$ cat config.mk
export PLATFORM = sky130hd
export DESIGN_NAME = unique_key_fifo_queue_top
export DESIGN_NICKNAME = d
export VERILOG_FILES = /design/src/design/ukfq_pkg.sv /design/src/design/ukfq_cell.sv /design/src/design/unique_key_fifo_queue_top.sv
export SDC_FILE = /design/constraint.sdc
export NUM_CORES = 1
export LEC_CHECK = 0
export ABC_AREA = 1
export BUFFER_PORTS_ARGS = -buffer_cell sky130_fd_sc_hd__buf_2
export CAP_MARGIN = 20
export CELL_PAD_IN_SITES_DETAIL_PLACEMENT = 2
export CELL_PAD_IN_SITES_GLOBAL_PLACEMENT = 2
export CORE_MARGIN = 3
export CORE_UTILIZATION = 40
export CTS_CLUSTER_DIAMETER = 200
export DETAILED_ROUTE_END_ITERATION = 7
export HOLD_SLACK_MARGIN = 0.06
export PLACE_DENSITY = 0.8
export SLEW_MARGIN = 10
export SYNTH_ARGS = -nofsm -noshare
export SYNTH_HDL_FRONTEND = slang
export SYNTH_SLANG_ARGS = --single-unit
$ cat constraint.sdc
create_clock -name clk -period 6.3 [get_ports clk]
set_input_delay 0.945 -clock clk [delete_from_list [all_inputs] [get_ports clk]]
set_output_delay 0.945 -clock clk [all_outputs]
set_load 0.01 [all_outputs]
$ cat src/design/ukfq_pkg.sv
// Shared types and constants for the unique-key FIFO queue.
package ukfq_pkg;

	localparam int DEPTH = 16;
	localparam int IDX_W = $clog2(DEPTH);
	localparam int CNT_W = $clog2(DEPTH + 1);
	localparam int KEY_W = 16;
	localparam int VAL_W = 32;

	typedef enum logic [0:0] {
		OP_ENQ = 1'b0,
		OP_DEQ = 1'b1
	} op_t;

	typedef enum logic [1:0] {
		ST_OK    = 2'd0,
		ST_DUP   = 2'd1,
		ST_EMPTY = 2'd2,
		ST_FULL  = 2'd3
	} status_t;

	typedef struct packed {
		op_t                     op;
		logic [KEY_W-1:0]        entry_key;
		logic signed [VAL_W-1:0] entry_value;
	} in_word_t;

	typedef struct packed {
		status_t                 status;
		logic [KEY_W-1:0]        out_key;
		logic signed [VAL_W-1:0] out_value;
		logic [CNT_W-1:0]        occupancy;
		logic                    is_empty;
	} out_word_t;

	typedef struct packed {
		logic shift;
		logic load;
		logic occupied;
	} cell_ctrl_t;

endpackage

$ cat src/design/ukfq_cell.sv
// One queue slot: holds a pair, shifts toward the head, and flags a key match.
module ukfq_cell (
	input  logic                             clk,
	input  ukfq_pkg::cell_ctrl_t             ctrl,
	input  logic [ukfq_pkg::KEY_W-1:0]        load_key,
	input  logic signed [ukfq_pkg::VAL_W-1:0] load_value,
	input  logic [ukfq_pkg::KEY_W-1:0]        next_key,
	input  logic signed [ukfq_pkg::VAL_W-1:0] next_value,
	input  logic [ukfq_pkg::KEY_W-1:0]        probe_key,
	output logic [ukfq_pkg::KEY_W-1:0]        key,
	output logic signed [ukfq_pkg::VAL_W-1:0] value,
	output logic                             match
);

	logic [ukfq_pkg::KEY_W-1:0]        key_q;
	logic signed [ukfq_pkg::VAL_W-1:0] value_q;

	// take the neighbor's pair on a dequeue, the new pair on an enqueue into this slot
	always_ff @(posedge clk) begin
		if (ctrl.shift) begin
			key_q   <= next_key;
			value_q <= next_value;
		end else if (ctrl.load) begin
			key_q   <= load_key;
			value_q <= load_value;
		end
	end

	assign key   = key_q;
	assign value = value_q;
	assign match = ctrl.occupied && (key_q == probe_key);

endmodule

$ cat src/design/unique_key_fifo_queue_top.sv
// Top level of the unique-key FIFO queue: a chain of slot cells plus the count and result logic.
//
// Usage: assert start with a command word (enqueue or dequeue); busy never rises, so a command
// may be issued every cycle. The result word appears on result for exactly one cycle, with done
// high, on the cycle after start; the receiver cannot stall it and must take it then. Each
// command is handled in the cycle it is accepted: the duplicate check compares the new key
// against all occupied slot cells in parallel, and a dequeue shifts the whole chain one cell
// toward the head in that same cycle. Slot contents are not reset; only count_q and done are.
module unique_key_fifo_queue_top (
	input  logic                clk,
	input  logic                arst_n,
	input  logic                start,
	output logic                busy,
	input  ukfq_pkg::in_word_t  cmd,
	output logic                done,
	output ukfq_pkg::out_word_t result
);

	logic [ukfq_pkg::CNT_W-1:0]        count_q;
	logic [ukfq_pkg::CNT_W-1:0]        count_d;
	logic                              done_q;
	ukfq_pkg::out_word_t               result_q;
	ukfq_pkg::out_word_t               result_d;

	ukfq_pkg::cell_ctrl_t              ctrl    [ukfq_pkg::DEPTH];
	logic [ukfq_pkg::KEY_W-1:0]        c_key   [ukfq_pkg::DEPTH];
	logic signed [ukfq_pkg::VAL_W-1:0] c_value [ukfq_pkg::DEPTH];
	logic [ukfq_pkg::DEPTH-1:0]        c_match;

	logic accept;
	logic dup;
	logic full;
	logic do_enq;
	logic do_deq;

	assign busy   = 1'b0;
	assign accept = start && !busy;
	assign dup    = |c_match;
	assign full   = (count_q == ukfq_pkg::CNT_W'(ukfq_pkg::DEPTH));
	assign do_enq = accept && (cmd.op == ukfq_pkg::OP_ENQ) && !dup && !full;
	assign do_deq = accept && (cmd.op == ukfq_pkg::OP_DEQ) && (count_q != '0);

	genvar i;
	generate
		for (i = 0; i < ukfq_pkg::DEPTH; i++) begin : g_cell
			logic [ukfq_pkg::KEY_W-1:0]        nk;
			logic signed [ukfq_pkg::VAL_W-1:0] nv;

			assign ctrl[i].shift    = do_deq;
			assign ctrl[i].load     = do_enq && (count_q == ukfq_pkg::CNT_W'(i));
			assign ctrl[i].occupied = (ukfq_pkg::CNT_W'(i) < count_q);

			if (i == ukfq_pkg::DEPTH - 1) begin : g_last
				// nothing behind the last cell: it keeps its stale pair, now unoccupied
				assign nk = c_key[i];
				assign nv = c_value[i];
			end else begin : g_mid
				assign nk = c_key[i+1];
				assign nv = c_value[i+1];
			end

			ukfq_cell u_cell (
				.clk        (clk),
				.ctrl       (ctrl[i]),
				.load_key   (cmd.entry_key),
				.load_value (cmd.entry_value),
				.next_key   (nk),
				.next_value (nv),
				.probe_key  (cmd.entry_key),
				.key        (c_key[i]),
				.value      (c_value[i]),
				.match      (c_match[i])
			);
		end
	endgenerate

	always_comb begin
		count_d  = count_q;
		result_d = '0;
		if (cmd.op == ukfq_pkg::OP_ENQ) begin
			if (dup) begin
				result_d.status = ukfq_pkg::ST_DUP;
			end else if (full) begin
				result_d.status = ukfq_pkg::ST_FULL;
			end else begin
				result_d.status = ukfq_pkg::ST_OK;
				count_d         = count_q + ukfq_pkg::CNT_W'(1);
			end
		end else begin
			if (count_q == '0) begin
				result_d.status = ukfq_pkg::ST_EMPTY;
			end else begin
				result_d.status    = ukfq_pkg::ST_OK;
				result_d.out_key   = c_key[0];
				result_d.out_value = c_value[0];
				count_d            = count_q - ukfq_pkg::CNT_W'(1);
			end
		end
		result_d.occupancy = count_d;
		result_d.is_empty  = (count_d == '0);
	end

	always_ff @(posedge clk or negedge arst_n) begin
		if (!arst_n) begin
			count_q <= '0;
			done_q  <= 1'b0;
		end else begin
			done_q <= accept;
			if (accept) begin
				count_q <= count_d;
			end
		end
	end

	// capture the result word on accept; done marks the one cycle it is valid
	always_ff @(posedge clk) begin
		if (accept) begin
			result_q <= result_d;
		end
	end

	assign done   = done_q;
	assign result = result_q;

	a_count_bound: assert property (@(posedge clk) disable iff (!arst_n)
		count_q <= ukfq_pkg::CNT_W'(ukfq_pkg::DEPTH))
		else $error("occupancy count above depth");

	a_one_result: assert property (@(posedge clk) disable iff (!arst_n)
		accept |=> done)
		else $error("accepted command produced no result");

	a_deq_count: assert property (@(posedge clk) disable iff (!arst_n)
		do_deq |=> (count_q == $past(count_q) - ukfq_pkg::CNT_W'(1)))
		else $error("dequeue did not drop the count by one");

	a_dup_stable: assert property (@(posedge clk) disable iff (!arst_n)
		(accept && (cmd.op == ukfq_pkg::OP_ENQ) && dup) |=> $stable(count_q))
		else $error("rejected duplicate changed the count");

	a_result_count: assert property (@(posedge clk) disable iff (!arst_n)
		done |-> (result.occupancy == count_q))
		else $error("reported occupancy differs from held count");

endmodule

**Word-level counts from Yosys, hierarchy flattened**

Index checks and enable logic that the tools add are counted.

- Register bits: 830
- Output and inout port bits: 58
- Input port bits: 52
- Logic and storage cells: 219

- Bitwise gates (word level): 2
- $lt $le $gt $ge: 16
- Reductions and logical operators: 60
- Muxes and demuxes: 68
- Add/subtract/negate cells: 2
- Eq/ne operators: 32

Operators by type and width:

| cell | count |
|---|---|
| $mux 32 | 30 |
| $mux 16 | 30 |
| $eq 16x16->1 | 16 |
| $eq 5x4->1 const B | 8 |
| $lt 4x5->1 const A | 8 |
| $logic_and 1x1->1 | 37 |
| $reduce_bool 2->1 | 15 |
| $eq 5x3->1 const B | 4 |
| $lt 3x5->1 const A | 4 |
| $mux 5 | 4 |
| $reduce_or 16->1 | 1 |
| $eq 5x2->1 const B | 2 |
| $logic_not 5->1 | 2 |
| $lt 1x5->1 const A | 2 |
| $lt 2x5->1 const A | 2 |
| $mux 2 | 4 |
| $add 5x1->5 const B | 1 |
| $eq 5x1->1 const B | 1 |
| $eq 5x5->1 const B | 1 |
| $reduce_bool 5->1 | 1 |
| $sub 5x1->5 const B | 1 |
| $logic_not 1->1 | 2 |
| $not 1->1 | 2 |
| $reduce_and 2->1 | 1 |
| $reduce_or 2->1 | 1 |

**Depth between registers and ports, before layout**

Gate-level depths: netlist of the first run.

- Depth after elaboration: 9
- Depth in mapped cells: 21
- Gate-level depth less buffers: 19

**Modules after synthesis**

Synthesis of the first run repeated with hierarchy kept, for this count alone.

- Cell total of the unflattened synthesis: 4,713
- Area total of the unflattened synthesis: 40,849.2 sq um

By module, submodules not included:

| module | seq. area each (sq um) | area an instance (sq um) | instances | cells an instance |
|---|---|---|---|---|
| ukfq_cell | 1,441.4 | 2,358.5 | 16 | 274 |
| unique_key_fifo_queue_top | 1,831.8 | 3,113.0 | 1 | 329 |

**Least setup slack after synthesis of the first run**

OpenSTA, ideal clock, no wires.

- Path type: in2reg
- Start: input cmd[43] in the netlist's numbering
- End: register g_cell[10].u_cell.key_q (netlist bit g_cell[10].u_cell.key[0]) (enable)
- Required time: 5.775 ns
- Path slack: -0.007 ns
- Stages on the path: 15
- Arrival time: 5.781 ns
- Setup time: 0.525 ns
- Path buffers: 2
- Path through: buf_4 > inv_1 > buf_4 > nand2_1 > o21ai_0 > a21oi_1 > nand3_1 > nor2_1 > nor2_1 > nand2_1 > nor2_1 > nand2_2 > nor2_4 > nand3_4 > o31ai_1

- Longest elaborated chain between the ends: 8
- Elaborated cells on any way between the ends: 38
- Those cells by class: eq/ne: 16; reduce/logical: 22

RTL lines:

| what | line | RTL |
|---|---|---|
| start: declaration | unique_key_fifo_queue_top.sv:14 | `input ukfq_pkg::in_word_t cmd,` |
| $eq 16x16->1 | ukfq_cell.sv:31 | `assign match = ctrl.occupied && (key_q == probe_key);` |
| $logic_and 1x1->1 | ukfq_cell.sv:31 |  |
| $reduce_or 16->1 (*) | unique_key_fifo_queue_top.sv:38 | `assign dup = \|c_match;` |
| $logic_not 1->1 (*) | unique_key_fifo_queue_top.sv:40 | `assign do_enq = accept && (cmd.op == ukfq_pkg::OP_ENQ) && !dup && !full;` |
| $logic_and 1x1->1 (*) (2 in a row) | unique_key_fifo_queue_top.sv:40 |  |
| $logic_and 1x1->1 (*) | unique_key_fifo_queue_top.sv:50 | `assign ctrl[i].load = do_enq && (count_q == ukfq_pkg::CNT_W'(i));` |
| $reduce_bool 2->1 (no source line) (*) | - |  |
| end signal: assignment | ukfq_cell.sv:21 | `key_q <= next_key;` |
| end signal: assignment | ukfq_cell.sv:24 | `key_q <= load_key;` |
| end: declaration | ukfq_cell.sv:15 | `logic [ukfq_pkg::KEY_W-1:0] key_q;` |

Mark *: on every way between the ends. The rest lies on a longest branch, timed or not.
A chain may end at the register's enable or synchronous reset.

**Worst setup path in the final report of the first run**

- Start: register count_q[4] in the netlist's numbering
- End: register g_cell[12].u_cell.key_q (netlist bit g_cell[12].u_cell.key[7]) (enable)

- Longest elaborated chain between the ends: 8
- Elaborated cells on any way between the ends: 43
- Those cells by class: order compare: 16; eq/ne: 2; reduce/logical: 25

RTL lines:

| what | line | RTL |
|---|---|---|
| start: declaration | unique_key_fifo_queue_top.sv:19 | `logic [ukfq_pkg::CNT_W-1:0] count_q;` |
| start signal: assignment | unique_key_fifo_queue_top.sv:110 | `count_q <= count_d;` |
| $lt 1x5->1, or another cell as far along | unique_key_fifo_queue_top.sv:51 | `assign ctrl[i].occupied = (ukfq_pkg::CNT_W'(i) < count_q);` |
| $logic_and 1x1->1 | ukfq_cell.sv:31 |  |
| $reduce_or 16->1 | unique_key_fifo_queue_top.sv:38 |  |
| $logic_not 1->1 | unique_key_fifo_queue_top.sv:40 |  |
| $logic_and 1x1->1 (2 in a row) | unique_key_fifo_queue_top.sv:40 |  |
| $logic_and 1x1->1 | unique_key_fifo_queue_top.sv:50 |  |
| $reduce_bool 2->1 (no source line) (*) | - |  |
| end signal: assignment | ukfq_cell.sv:21 |  |
| end signal: assignment | ukfq_cell.sv:24 |  |
| end: declaration | ukfq_cell.sv:15 |  |

Marks and branches as above.

==> results of run 1 <==
==> power by group <==
group | internal [uW] | switching [uW] | leakage [uW] | total, uW
registers | 6870 | 325 | 0.00786 | 7190
logic | 653 | 2370 | 0.00941 | 3020
clock network | 3170 | 2470 | 0.00150 | 5650
total | 10700 | 5170 | 0.0188 | 15900
==> state kept, by name (all words and copies together), names as in the netlist <==
signal	count
g_cell.u_cell.value	512
result	56
count_q	5
done	1
g_cell.u_cell.key	256
==> cell families after synthesis <==
family	after synthesis	share of synthesized area
compound gates	239	0.0315
buf+inv	576	0.0616
xor+xnor	77	0.0169
flops	830	0.624
fa+ha+maj	5	0.00157
simple gates	2531	0.265
other cells	1	0.0000939
==> worst min-delay path by stage <==
stage	startpoint	end	slack, ns	depth (start not counted)
2_1_floorplan	g_cell[0].u_cell.value[4]$_DFFE_PP_	result[10]$_SDFFCE_PP0P_	0.52	2
4_1_cts	cmd[20]	g_cell[15].u_cell.value[20]$_DFFE_PP_	0.40	1
3_3_place_gp	g_cell[10].u_cell.value[13]$_DFFE_PP_	g_cell[9].u_cell.value[13]$_DFFE_PP_	0.52	2
5_1_grt	cmd[15]	g_cell[15].u_cell.value[15]$_DFFE_PP_	0.43	1
6_report	cmd[20]	g_cell[15].u_cell.value[20]$_DFFE_PP_	0.43	1
3_5_place_dp	g_cell[2].u_cell.value[3]$_DFFE_PP_	g_cell[1].u_cell.value[3]$_DFFE_PP_	0.54	2
==> through the flow <==
step / instances / util
after global placement: 5444 / 0.421
final: 5627 / 0.453
after detailed placement: 5444 / 0.421
after floorplan: 4259 / -
after global routing: 5626 / 0.453
after CTS: 5621 / 0.453
==> per-layer routing <==
layer | up-vias | routed length, um | share of wire
met5 | - | 6 | 0.000037
met4 | 2 | 7420 | 0.046
met3 | 306 | 8080 | 0.050
met2 | 1083 | 79700 | 0.49
met1 | 16856 | 67300 | 0.41
li1 | 14136 | - | -
==> layout by cell type, fill, tap and decap left out, types with 4 or more instances in the layout <==
| cell type | Yosys | final |
|---|---|---|
| a21oi_1 | 10 | 10 |
| and2_1 | 8 | 8 |
| buf_12 | 0 | 19 |
| buf_2 | 95 | 107 |
| buf_4 | 32 | 27 |
| bufinv_16 | 0 | 9 |
| clkbuf_1 | 117 | 17 |
| clkbuf_16 | 0 | 96 |
| clkinv_1 | 2 | 34 |
| clkinv_16 | 0 | 4 |
| clkinv_2 | 1 | 16 |
| dfrtp_1 | 6 | 6 |
| diode_2 | 0 | 6 |
| edfxtp_1 | 824 | 824 |
| ha_1 | 5 | 5 |
| inv_1 | 306 | 305 |
| inv_2 | 10 | 11 |
| nand2_1 | 1453 | 1452 |
| nand3_1 | 632 | 632 |
| nand3_2 | 4 | 4 |
| nand3b_1 | 12 | 12 |
| nand4_1 | 32 | 32 |
| nor2_1 | 364 | 363 |
| nor2_4 | 3 | 4 |
| nor3_1 | 7 | 7 |
| o21ai_0 | 209 | 209 |
| o21ai_4 | 0 | 7 |
| o31ai_4 | 2 | 8 |
| xnor2_1 | 48 | 48 |
| xor2_1 | 29 | 29 |
==> layout make-up <==
type | instances | area, um2 | share of cell area
tap | 1287 | 1610 | 0.0360
sequential | 830 | 24900 | 0.557
multi-input combinational | 2853 | 12800 | 0.285
clock buffer | 113 | 2470 | 0.0552
timing repair buffer | 155 | 1140 | 0.0256
antenna | 6 | 15.0 | 0.000336
clock inverter | 63 | 613 | 0.0137
inverter | 320 | 1200 | 0.0270
==> Yosys cell counts <==
| cell | instances |
|---|---|
| nand3_2 | 4 |
| nor3_2 | 1 |
| nand4_1 | 32 |
| a311o_1 | 1 |
| clkbuf_1 | 117 |
| a22oi_1 | 1 |
| dfrtp_1 | 6 |
| o31ai_4 | 2 |
| edfxtp_1 | 824 |
| inv_2 | 10 |
| o31ai_1 | 6 |
| buf_4 | 32 |
| o21ai_2 | 1 |
| a31o_2 | 1 |
| and2_0 | 3 |
| nand3b_1 | 12 |
| clkinv_2 | 1 |
| nand3_4 | 1 |
| clkinv_1 | 2 |
| inv_4 | 1 |
| inv_1 | 306 |
| and2_1 | 8 |
| nor3_1 | 7 |
| nand2_4 | 1 |
| nand2_2 | 2 |
| ha_1 | 5 |
| o21ai_0 | 209 |
| nor2_8 | 1 |
| buf_6 | 7 |
| xnor2_1 | 48 |
| nor3b_1 | 2 |
| nor2_1 | 364 |
| nor2_4 | 3 |
| nand2_1 | 1453 |
| buf_2 | 95 |
| o21ai_1 | 8 |
| conb_1 | 1 |
| xor2_1 | 29 |
| nand2b_1 | 3 |
| nor2_2 | 2 |
| a21oi_1 | 10 |
| nand3_1 | 632 |
| buf_1 | 5 |
==> worst reg2reg max path: stages (launching register included) <==
cell	delay (ns)
dfrtp_1	0.74
nor2_4	0.65
nand3_1	0.50
nand2_1	0.19
inv_1	0.07
nand3b_1	0.14
nor2_1	0.12
nor2_1	0.10
nand2_1	0.09
nor2_1	0.16
nand2_2	0.18
nor2_4	0.19
nand3_4	0.41
o31ai_4	0.78
buf_12	0.34
==> timing repair <==
action / in CTS / in global routing
gates resized for setup: 0 / 0
endpoints found under the hold margin: 6 / 0
endpoints found under the setup margin: 0 / 0
hold buffers: 1 / 0
==> impl_metrics.csv, run 1 <==
group,metric,value,unit
global_routing,grt_pass1_wl,238000,um
global_routing,grt_pass1_vias,34951,
synthesis,yosysTopAreaCell,"edfxtp_1",
worst_setup_path,critPathBufInv,2,
clock_network,root_buffer,"clkbuf_16",
clock_network,cts_buffers,94,
pwr,vdd_drop_max,0.246,mV
drt,routed_via_density,5.75,
global_routing,grt_util_all_layers,0.311,
worst_setup_path,r2r-end,"g_cell[12].u_cell.key[7]$_DFFE_PP_",
clock_network,post-cts-setup-buffers,0,
die,dieWidth,322,um
placement,post-place-ws,1.12,ns
synthesis,ys_warn_count,0,
worst_setup_path,crit_start,"count_q[4]$_DFFE_PN0P_",
job,drv_cap,0,
die,io_pins,110,
worst_setup_path,cpLargestDelayFamily,"simple AND/OR/NAND/NOR gates",
worst_setup_path,path_cells,"nor2_4 -> nand3_1 -> nand2_1 -> inv_1 -> nand3b_1 -> nor2_1 -> nor2_1 -> nand2_1 -> nor2_1 -> nand2_2 -> nor2_4 -> nand3_4 -> o31ai_4 -> buf_12",
global_routing,grt.met1_usage,0.406,
placement,placed_cell_area,41600,um2
sta,final_hold_viol_count,0,
clock_network,clkSinkCount,830,
pwr,p_leak,0.0188,uW
drt,drt-pass1-iter-count,5,
worst_setup_path,required,6.65,ns
clock_network,htreeDepth,3,
drt,ant_nets,0,
finish,nets,4311,
die,rows,115,
finish,area_growth_syn_to_layout,12.0,%
placement,place_congestion,0.945,
global_routing,antenna_found_initial,7,
clock_network,clock_path_buffers,3,
hold_path,hp-class,"primary input to flip-flop",
worst_setup_path,crit_fanout,23,
finish,drive_gt1_frac,0.0757,
synthesis,syn-num-nets,4316,
sta,report.final.slew_viol_count,0,
pwr,power-per-cell-area,355,nW/um2
status,status,"finished clean",
clock_network,cts_tree,"built",
worst_setup_path,crit_end,"g_cell[12].u_cell.key[7]$_DFFE_PP_",
drt,drtIter0Drc,3370,
die,start_util,0.404,
worst_setup_path,r2r_slack,1.29,ns
finish,stdcell_area,44700,um2
clock_network,insertion_delay,0.70,ns
worst_setup_path,path_class,"flip-flop to flip-flop",
sta,fmax,0.200,GHz
sta,finalSetupViolCount,0,
synthesis,synth.area.top_cells,"edfxtp_1 62%, nand2_1 14%, nand3_1 7.9%",
worst_setup_path,cp.arrival,5.37,ns
synthesis,ys_seq_elements,830,
die,dieArea,104000,um2
synthesis,syn_area,39900,um2
drt,wire_per_inst,28.9,um
sta,finalWorstSetupSlack,1.29,ns
synthesis,avgSynthCellArea,9.37,um2
worst_setup_path,reg2reg_depth,14,
worst_setup_path,critPathSlowestCell,"o31ai_4",
worst_setup_path,crit_cells,14,
clock_network,clk_transition_reported_paths,0.06,ns
global_routing,grt-ovfl-total,0,
global_routing,grt_max_degree,195,
sta,rsz0062_at_grt,"no",
synthesis,netlist_instances,4259,
global_routing,met3_usage,0.0315,
synthesis,seq_area_frac_synth,0.624,
sta,tightest_slew,1.17,ns
finish,num-fill-cells,10627,
pwr,finalPower,15900,uW
worst_setup_path,cp-start-kind,"flip-flop",
worst_setup_path,crit_path_frequent_cell,"nor2_1",
drt,vias,32383,
die,fp.dieH,322,um
sta,skew,0.0373,ns
synthesis,synthDominantCellAreaShare,0.620,
global_routing,busiest_layer,"met2",
worst_setup_path,worstReg2RegStart,"count_q[4]$_DFFE_PN0P_",
synthesis,synth.distinct_cells,43,
sta,whs,0.434,ns
die,core_region_area,98700,um2
placement,portBuffers,108,
sta,period_needed,5.01,ns
sta,slew-limit-headroom,0.220,
drt,drt_wl_total,162000,um
placement,hpwl,106000,um
worst_setup_path,critical_path.max_stage_delay,0.77,ns
sta,setup-tns-final,0,ns
worst_setup_path,end_kind,"flip-flop",
drt,drc,0,
global_routing,use_met2,0.529,
sta,finalCritPeriodShare,0.796,
No activity file was read; power rests on OpenSTA's default activity.
==> inputs of run 2 (changes only) <==
--- a/config.mk
+++ b/config.mk
@@ -5,7 +5,7 @@
 export SDC_FILE = /design/constraint.sdc
 export NUM_CORES = 1
 export LEC_CHECK = 0
-export ABC_AREA = 1
+export ABC_AREA = 0
 export BUFFER_PORTS_ARGS = -buffer_cell sky130_fd_sc_hd__buf_2
 export CAP_MARGIN = 20
 export CELL_PAD_IN_SITES_DETAIL_PLACEMENT = 2
@@ -15,7 +15,7 @@
 export CTS_CLUSTER_DIAMETER = 200
 export DETAILED_ROUTE_END_ITERATION = 7
 export HOLD_SLACK_MARGIN = 0.06
-export PLACE_DENSITY = 0.8
+export PLACE_DENSITY = 0.71
 export SLEW_MARGIN = 10
 export SYNTH_ARGS = -nofsm -noshare
 export SYNTH_HDL_FRONTEND = slang
==> constraint.sdc (replaced) <==
create_clock -name clk -period 4.7 [get_ports clk]
set_input_delay 0.705 -clock clk [delete_from_list [all_inputs] [get_ports clk]]
set_output_delay 0.705 -clock clk [all_outputs]
set_load 0.01 [all_outputs]
==> run 2 against run 1 <==
Flip-flop and latch count did not move; cell count fell by 36%; die area decreased by 10%; global-route usage fell by 9.4 points; maximum frequency grew 17%; area after synthesis down 10%; sequential power is 31% higher; first-iteration DRC count decreased by 58%; via count down 38%; design area decreased by 9.7%; non-clock buffer count is 9 higher; clock-buffer cell count is the same; largest power group unchanged.
==> impl_metrics.csv, run 2 <==
group,metric,value,unit
status,status,"finished clean",
worst_setup_path,critPathSlowestCell,"dfrtp_1",
placement,dp_cells,3459,
synthesis,synth.distinct_cells,61,
clock_network,cts_buffers,91,
finish,drive_gt1_frac,0.133,
clock_network,clock_path_buffers,3,
global_routing,grt_util_all_layers,0.217,
die,io_pins,110,
synthesis,synth_commonest_cells,"824 x edfxtp_1, 720 x a21o_1, 183 x clkbuf_1",
synthesis,netlist_instances,2363,
synthesis,synthArstFlopShare,0.00723,
die,dieArea,93200,um2
clock_network,cts_resized,0,
sta,finalSetupViolCount,0,
synthesis,yosysTopAreaCell,"edfxtp_1",
drt,top_layer_used,"met4",
synthesis,seq_area_frac_synth,0.694,
drt,routed_via_density,5.54,
sta,fmax,0.233,GHz
worst_setup_path,cp-start-kind,"flip-flop",
sta,period_needed,4.29,ns
global_routing,antenna_found_initial,5,
drt,drt_wl_total,101000,um
drt,wire_per_inst,27.8,um
finish,layout_common_cells,"824 x edfxtp_1, 720 x a21o_1, 168 x xor2_1, 107 x buf_2, 96 x and2_1",
worst_setup_path,crit_fanout,48,
die,start_util,0.404,
drt,ant_nets,0,
synthesis,ys_warn_count,0,
synthesis,synth.area.top_cells,"edfxtp_1 69%, a21o_1 15%, xor2_1 4.1%",
worst_setup_path,cp.arrival,4.58,ns
pwr,finalPower,18900,uW
global_routing,grt_pass1_vias,22505,
drt,drtIter0Drc,1425,
finish,stdcell_count,3625,
finish,num-fill-cells,8314,
drt,drt-pass1-iter-count,5,
global_routing,grt-ovfl-total,0,
finish,register_area,24900,um2
synthesis,synth_most_common_cell,"edfxtp_1",
die,dieWidth,305,um
pwr,vdd_drop_max,0.274,mV
clock_network,clkSinkCount,830,
clock_network,clk_transition_reported_paths,0.06,ns
clock_network,insertion_delay,0.66,ns
finish,area_growth_syn_to_layout,12.6,%
die,core_region_area,88600,um2
drt,vias,20086,
sta,slew-limit-headroom,0.111,
synthesis,synthDominantCellAreaShare,0.690,
sta,finalCritPeriodShare,0.913,
global_routing,grt_pass1_wl,152000,um
placement,hpwl,61800,um
clock_network,cts_tree,"built",
drt,drc,0,
sta,tightest_slew,1.33,ns
synthesis,avgSynthCellArea,15.2,um2
hold_path,hp-class,"primary input to flip-flop",
drt,route.met3.wl,3500,um
sta,report.final.slew_viol_count,0,
clock_network,root_buffer,"clkbuf_16",
worst_setup_path,required,4.99,ns
worst_setup_path,path_class,"flip-flop to flip-flop",
worst_setup_path,critical_path.max_stage_delay,0.58,ns
finish,multi_input_comb_area,9910,um2
pwr,power-per-cell-area,470,nW/um2
job,drv_cap,0,
synthesis,ys.flop_type,"edfxtp_1",
sta,whs,0.236,ns
pwr,p_leak,0.0170,uW
clock_network,htreeDepth,3,
die,fp.dieH,305,um
synthesis,syn-num-nets,2420,
synthesis,synth_edf_count,824,
finish,nets,2445,
sta,skew,0.0215,ns
synthesis,syn_area,35800,um2
finish,layout_commonest_cell,"edfxtp_1",
placement,place_congestion,0.863,
global_routing,grt_max_degree,256,
sta,rsz0062_at_grt,"no",
placement,portBuffers,108,
worst_setup_path,path_cells,"buf_4 -> nor3_1 -> o21ai_0 -> a311oi_2 -> nand3_2 -> nor4b_4 -> nand2_2 -> o41ai_4 -> buf_12",
worst_setup_path,end_kind,"flip-flop",
die,rows,109,
synthesis,ys_seq_elements,830,
drt,dr_wl_met2,51700,um
sta,final_hold_viol_count,0,
drt,wl_met1,43000,um
finish,largest_reg_flops,512,
-- run 2: cell types whose count changed in the layout (fill, tap and decap cells not counted), moves of 10 or more --
cell      delta
nand2_1   -1427
a21o_1     +720
nand3_1    -622
nor2_1     -345
inv_1      -299
o21ai_0    -197
xor2_1     +139
and2_1      +88
xnor2_1     +42
nor4_1      +38
clkinv_1    -11
nand3b_1    -11
inv_2       -10
-- run 2: area by class of cell --
type / count / share of cell area
diodes: 1 / 0.0000620
clock buffers: 113 / 0.0590
clock inverters: 51 / 0.0110
inverters: 7 / 0.000651
multi-input cells: 1294 / 0.246
flip-flops and latches: 830 / 0.617
well taps: 1165 / 0.0361
repair buffers: 164 / 0.0305
-- run 2: worst paths after layout --
check | from | slack, ns | end | cells past startpoint
worst max-delay path | count_q[2]$_DFFE_PN0P_ | 0.41 | g_cell[11].u_cell.value[6]$_DFFE_PP_ | 9
worst min-delay path | cmd[15] | 0.24 | g_cell[15].u_cell.value[15]$_DFFE_PP_ | 1
worst max register to register | count_q[2]$_DFFE_PN0P_ | 0.41 | g_cell[11].u_cell.value[6]$_DFFE_PP_ | 9
worst min register to register | g_cell[4].u_cell.value[4]$_DFFE_PP_ | 0.50 | g_cell[3].u_cell.value[4]$_DFFE_PP_ | 1
max in group asynchronous | arst_n | 4.14 | done$_DFF_PN0_ | 2
min in group asynchronous | arst_n | 0.42 | count_q[1]$_DFFE_PN0P_ | 2
-- run 2: critical path: cells and delay by family, from the launching register on --
family,cells,cell delay [ns]
and+or+nand+nor,4,1.41
AOI/OAI and AO/OA,3,1.20
buffers and inverters,2,0.65
DFF,1,0.58
-- run 2: power breakdown --
part / switching [uW] / leakage, uW / internal (uW)
Combinational: 1740 / 0.00778 / 870
Sequential: 375 / 0.00787 / 9070
Clock: 3010 / 0.00137 / 3880
Total: 5130 / 0.0170 / 13800
-- run 2: per-stage QoR --
stage	TNS (ns)	utilization	instance area, um2	setup slack, ns
6_report	0	0.455	40300	0.409
2_1_floorplan	-229.99	-	35900	-0.943
4_1_cts	0	0.455	40300	0.384
3_5_place_dp	0	0.423	37500	0.0415
5_1_grt	0	0.455	40300	0.286
3_3_place_gp	0	0.423	37500	0.269
-- run 2: what timing repair did --
item | in CTS | in global routing
buffers inserted | 0 | 0
endpoints found under the hold margin | 6 | 0
hold buffers | 1 | 0
-- run 2: logic make-up after synthesis --
kind of cell | share of synthesized area
AOI/OAI and AO/OA | 0.162
xor gates and xnor gates | 0.0635
adders and majority gates | 0.00175
buffers and inverters | 0.0333
DFF | 0.694
muxes | 0.00178
other | 0.000105
and+or+nand+nor | 0.0431
-- run 2: per-layer routing --
layer,vias to the layer above,GRT usage
met4,0,0.0632
met2,413,0.383
met3,153,0.0266
met5,-,0
li1,8852,-
met1,10668,0.281
==> inputs of run 3 (changes only) <==
--- a/config.mk
+++ b/config.mk
@@ -5,17 +5,17 @@
 export SDC_FILE = /design/constraint.sdc
 export NUM_CORES = 1
 export LEC_CHECK = 0
-export ABC_AREA = 0
+export ABC_AREA = 1
 export BUFFER_PORTS_ARGS = -buffer_cell sky130_fd_sc_hd__buf_2
 export CAP_MARGIN = 20
 export CELL_PAD_IN_SITES_DETAIL_PLACEMENT = 2
 export CELL_PAD_IN_SITES_GLOBAL_PLACEMENT = 2
 export CORE_MARGIN = 3
-export CORE_UTILIZATION = 40
+export CORE_UTILIZATION = 44
 export CTS_CLUSTER_DIAMETER = 200
 export DETAILED_ROUTE_END_ITERATION = 7
 export HOLD_SLACK_MARGIN = 0.06
-export PLACE_DENSITY = 0.71
+export PLACE_DENSITY = 0.87
 export SLEW_MARGIN = 10
 export SYNTH_ARGS = -nofsm -noshare
 export SYNTH_HDL_FRONTEND = slang
==> constraint.sdc (replaced) <==
create_clock -name clk -period 5.2 [get_ports clk]
set_input_delay 0.78 -clock clk [delete_from_list [all_inputs] [get_ports clk]]
set_output_delay 0.78 -clock clk [all_outputs]
set_load 0.01 [all_outputs]
==> run 3 against run 2 <==
Wire length increased by 87%; sequential share of layout area decreased by 6.4 points; sequential power decreased by 7.0%; worst hold slack improved by 0.057 ns; global-route usage increased by 18 points; clock power increased by 2%; setup slack got worse by 0.0063 ns; first-iteration DRC count increased to 2.8 times the previous value; largest cell class unchanged.
==> impl_metrics.csv, run 3 (same netlist as run 1, synthesis figures left out) <==
group,metric,value,unit
drt,drt-pass1-iter-count,6,
placement,dp_cells,5391,
clock_network,cts_tree,"built",
finish,drive_gt1_frac,0.0917,
die,fp.dieH,307,um
finish,multi_input_comb_area,12800,um2
worst_setup_path,end_kind,"flip-flop",
drt,routed_via_density,6.22,
job,drv_cap,0,
drt,wire_per_inst,33.8,um
global_routing,grt_max_degree,191,
die,rows,109,
finish,layout_common_cells,"1452 x nand2_1, 824 x edfxtp_1, 632 x nand3_1, 363 x nor2_1, 305 x inv_1",
sta,slew-limit-headroom,0.245,
finish,stdcell_count,5567,
finish,layout_commonest_cell,"nand2_1",
clock_network,clock_path_buffers,3,
pwr,vdd_drop_max,0.373,mV
worst_setup_path,required,5.54,ns
sta,report.final.slew_viol_count,0,
sta,final_hold_viol_count,0,
worst_setup_path,path_class,"flip-flop to flip-flop",
drt,drt_wl_total,188000,um
sta,fmax,0.208,GHz
sta,skew,0.0466,ns
sta,tightest_slew,1.13,ns
pwr,power-per-cell-area,440,nW/um2
sta,rsz0062_at_grt,"no",
status,status,"finished clean",
hold_path,hp-class,"primary input to flip-flop",
drt,drc,0,
global_routing,grt_util_all_layers,0.396,
die,core_region_area,89200,um2
global_routing,antenna_found_initial,8,
sta,finalCritPeriodShare,0.923,
worst_setup_path,crit_fanout,32,
worst_setup_path,cp.arrival,5.14,ns
finish,num-fill-cells,9233,
clock_network,insertion_delay,0.70,ns
sta,period_needed,4.80,ns
clock_network,clk_transition_reported_paths,0.07,ns
finish,nets,4381,
placement,place_congestion,0.941,
clock_network,post-cts-setup-buffers,0,
global_routing,grt_pass1_wl,271000,um
finish,fin_util,0.505,
sta,finalWorstSetupSlack,0.403,ns
die,dieWidth,307,um
worst_setup_path,cp-start-kind,"flip-flop",
clock_network,htreeDepth,3,
drt,drtIter0Drc,3950,
die,start_util,0.448,
global_routing,grt-ovfl-total,0,
global_routing,grt_pass1_vias,37558,
clock_network,root_buffer,"clkbuf_16",
sta,finalSetupViolCount,0,
die,dieArea,94400,um2
finish,area_growth_syn_to_layout,12.9,%
finish,largest_reg_flops,512,
placement,hpwl,113000,um
clock_network,clkSinkCount,830,
placement,portBuffers,108,
drt,ant_nets,0,
placement,post-place-ws,0.644,ns
pwr,p_leak,0.0191,uW
die,io_pins,110,
finish,register_area,24900,um2
drt,vias,34625,
clock_network,cts_buffers,94,
[run 3: cell count changes in the layout (fill, tap and decap cells not counted), sizes merged, moves of 7 or more]
cell,before,now
a21o,720,0
and2,96,11
buf,163,224
inv,8,319
nand2,29,1456
nand3,13,637
nand3b,1,12
nand4,25,32
nor2,19,370
nor4,45,0
o21ai,17,218
o31ai,1,8
xnor2,90,48
xor2,169,29
[run 3: worst paths after layout]
path | startpoint | end | slack [ns] | cells past startpoint
setup / recovery | count_q[2]$_DFFE_PN0P_ | g_cell[6].u_cell.value[3]$_DFFE_PP_ | 0.40 | 14
hold / removal | cmd[17] | g_cell[15].u_cell.value[17]$_DFFE_PP_ | 0.29 | 1
setup reg to reg | count_q[2]$_DFFE_PN0P_ | g_cell[6].u_cell.value[3]$_DFFE_PP_ | 0.40 | 14
hold reg to reg | g_cell[7].u_cell.value[16]$_DFFE_PP_ | g_cell[6].u_cell.value[16]$_DFFE_PP_ | 0.55 | 2
max in group asynchronous | arst_n | count_q[2]$_DFFE_PN0P_ | 4.39 | 2
min in group asynchronous | arst_n | done$_DFF_PN0_ | 0.56 | 2
[run 3: per-stage QoR]
stage | area (um2) | hold WS [ns] | power [uW] | TNS [ns]
finish | 45100 | 0.293 | 19800 | 0
global route | 45000 | 0.290 | 20200 | 0
floorplan | 39900 | 0.484 | 10800 | -271.18
global placement | 42000 | 0.525 | 12100 | 0
detailed placement | 42000 | 0.535 | 12500 | 0
CTS | 45000 | 0.264 | 19600 | 0
[run 3: routing by layer]
layer,vias up,share of wire,GRT usage
met1,17545,0.35,0.458
li1,14270,-,-
met4,4,0.082,0.283
met5,-,0.00012,0
met3,746,0.079,0.0737
met2,2060,0.48,0.665
[run 3: what timing repair did]
| item | CTS | global route |
|---|---|---|
| hold buffers | 1 | 0 |
| resized for setup | 0 | 0 |
| endpoints found under the hold margin | 6 | 0 |
[run 3: area by class of cell]
class | instances | area share
clock buffers | 117 | 0.0548
clock inverters | 52 | 0.0122
well taps | 1165 | 0.0324
inverters | 320 | 0.0267
flip-flops and latches | 830 | 0.553
diodes | 5 | 0.000278
multi-input cells | 2853 | 0.283
repair buffers | 225 | 0.0380
[run 3: power by group]
group / total [uW] / internal, uW / switching (uW)
clock: 7040 / 3870 / 3170
combinational: 3970 / 862 / 3110
sequential: 8790 / 8320 / 469
total: 19800 / 13100 / 6740
[run 3: critical path, cell delays in order (launching register included)]
cell and delay [ns]:
dfrtp_1 0.73, inv_1 0.35, nor2_1 0.52, nand3_1 0.36, nand4_1 0.21, nor2_1 0.15, nor2_1 0.13, nand2_1 0.07
nor2_1 0.24, nand2_2 0.20, nor2_4 0.17, nand3_4 0.31, buf_4 0.32, o31ai_4 0.30, buf_12 0.32
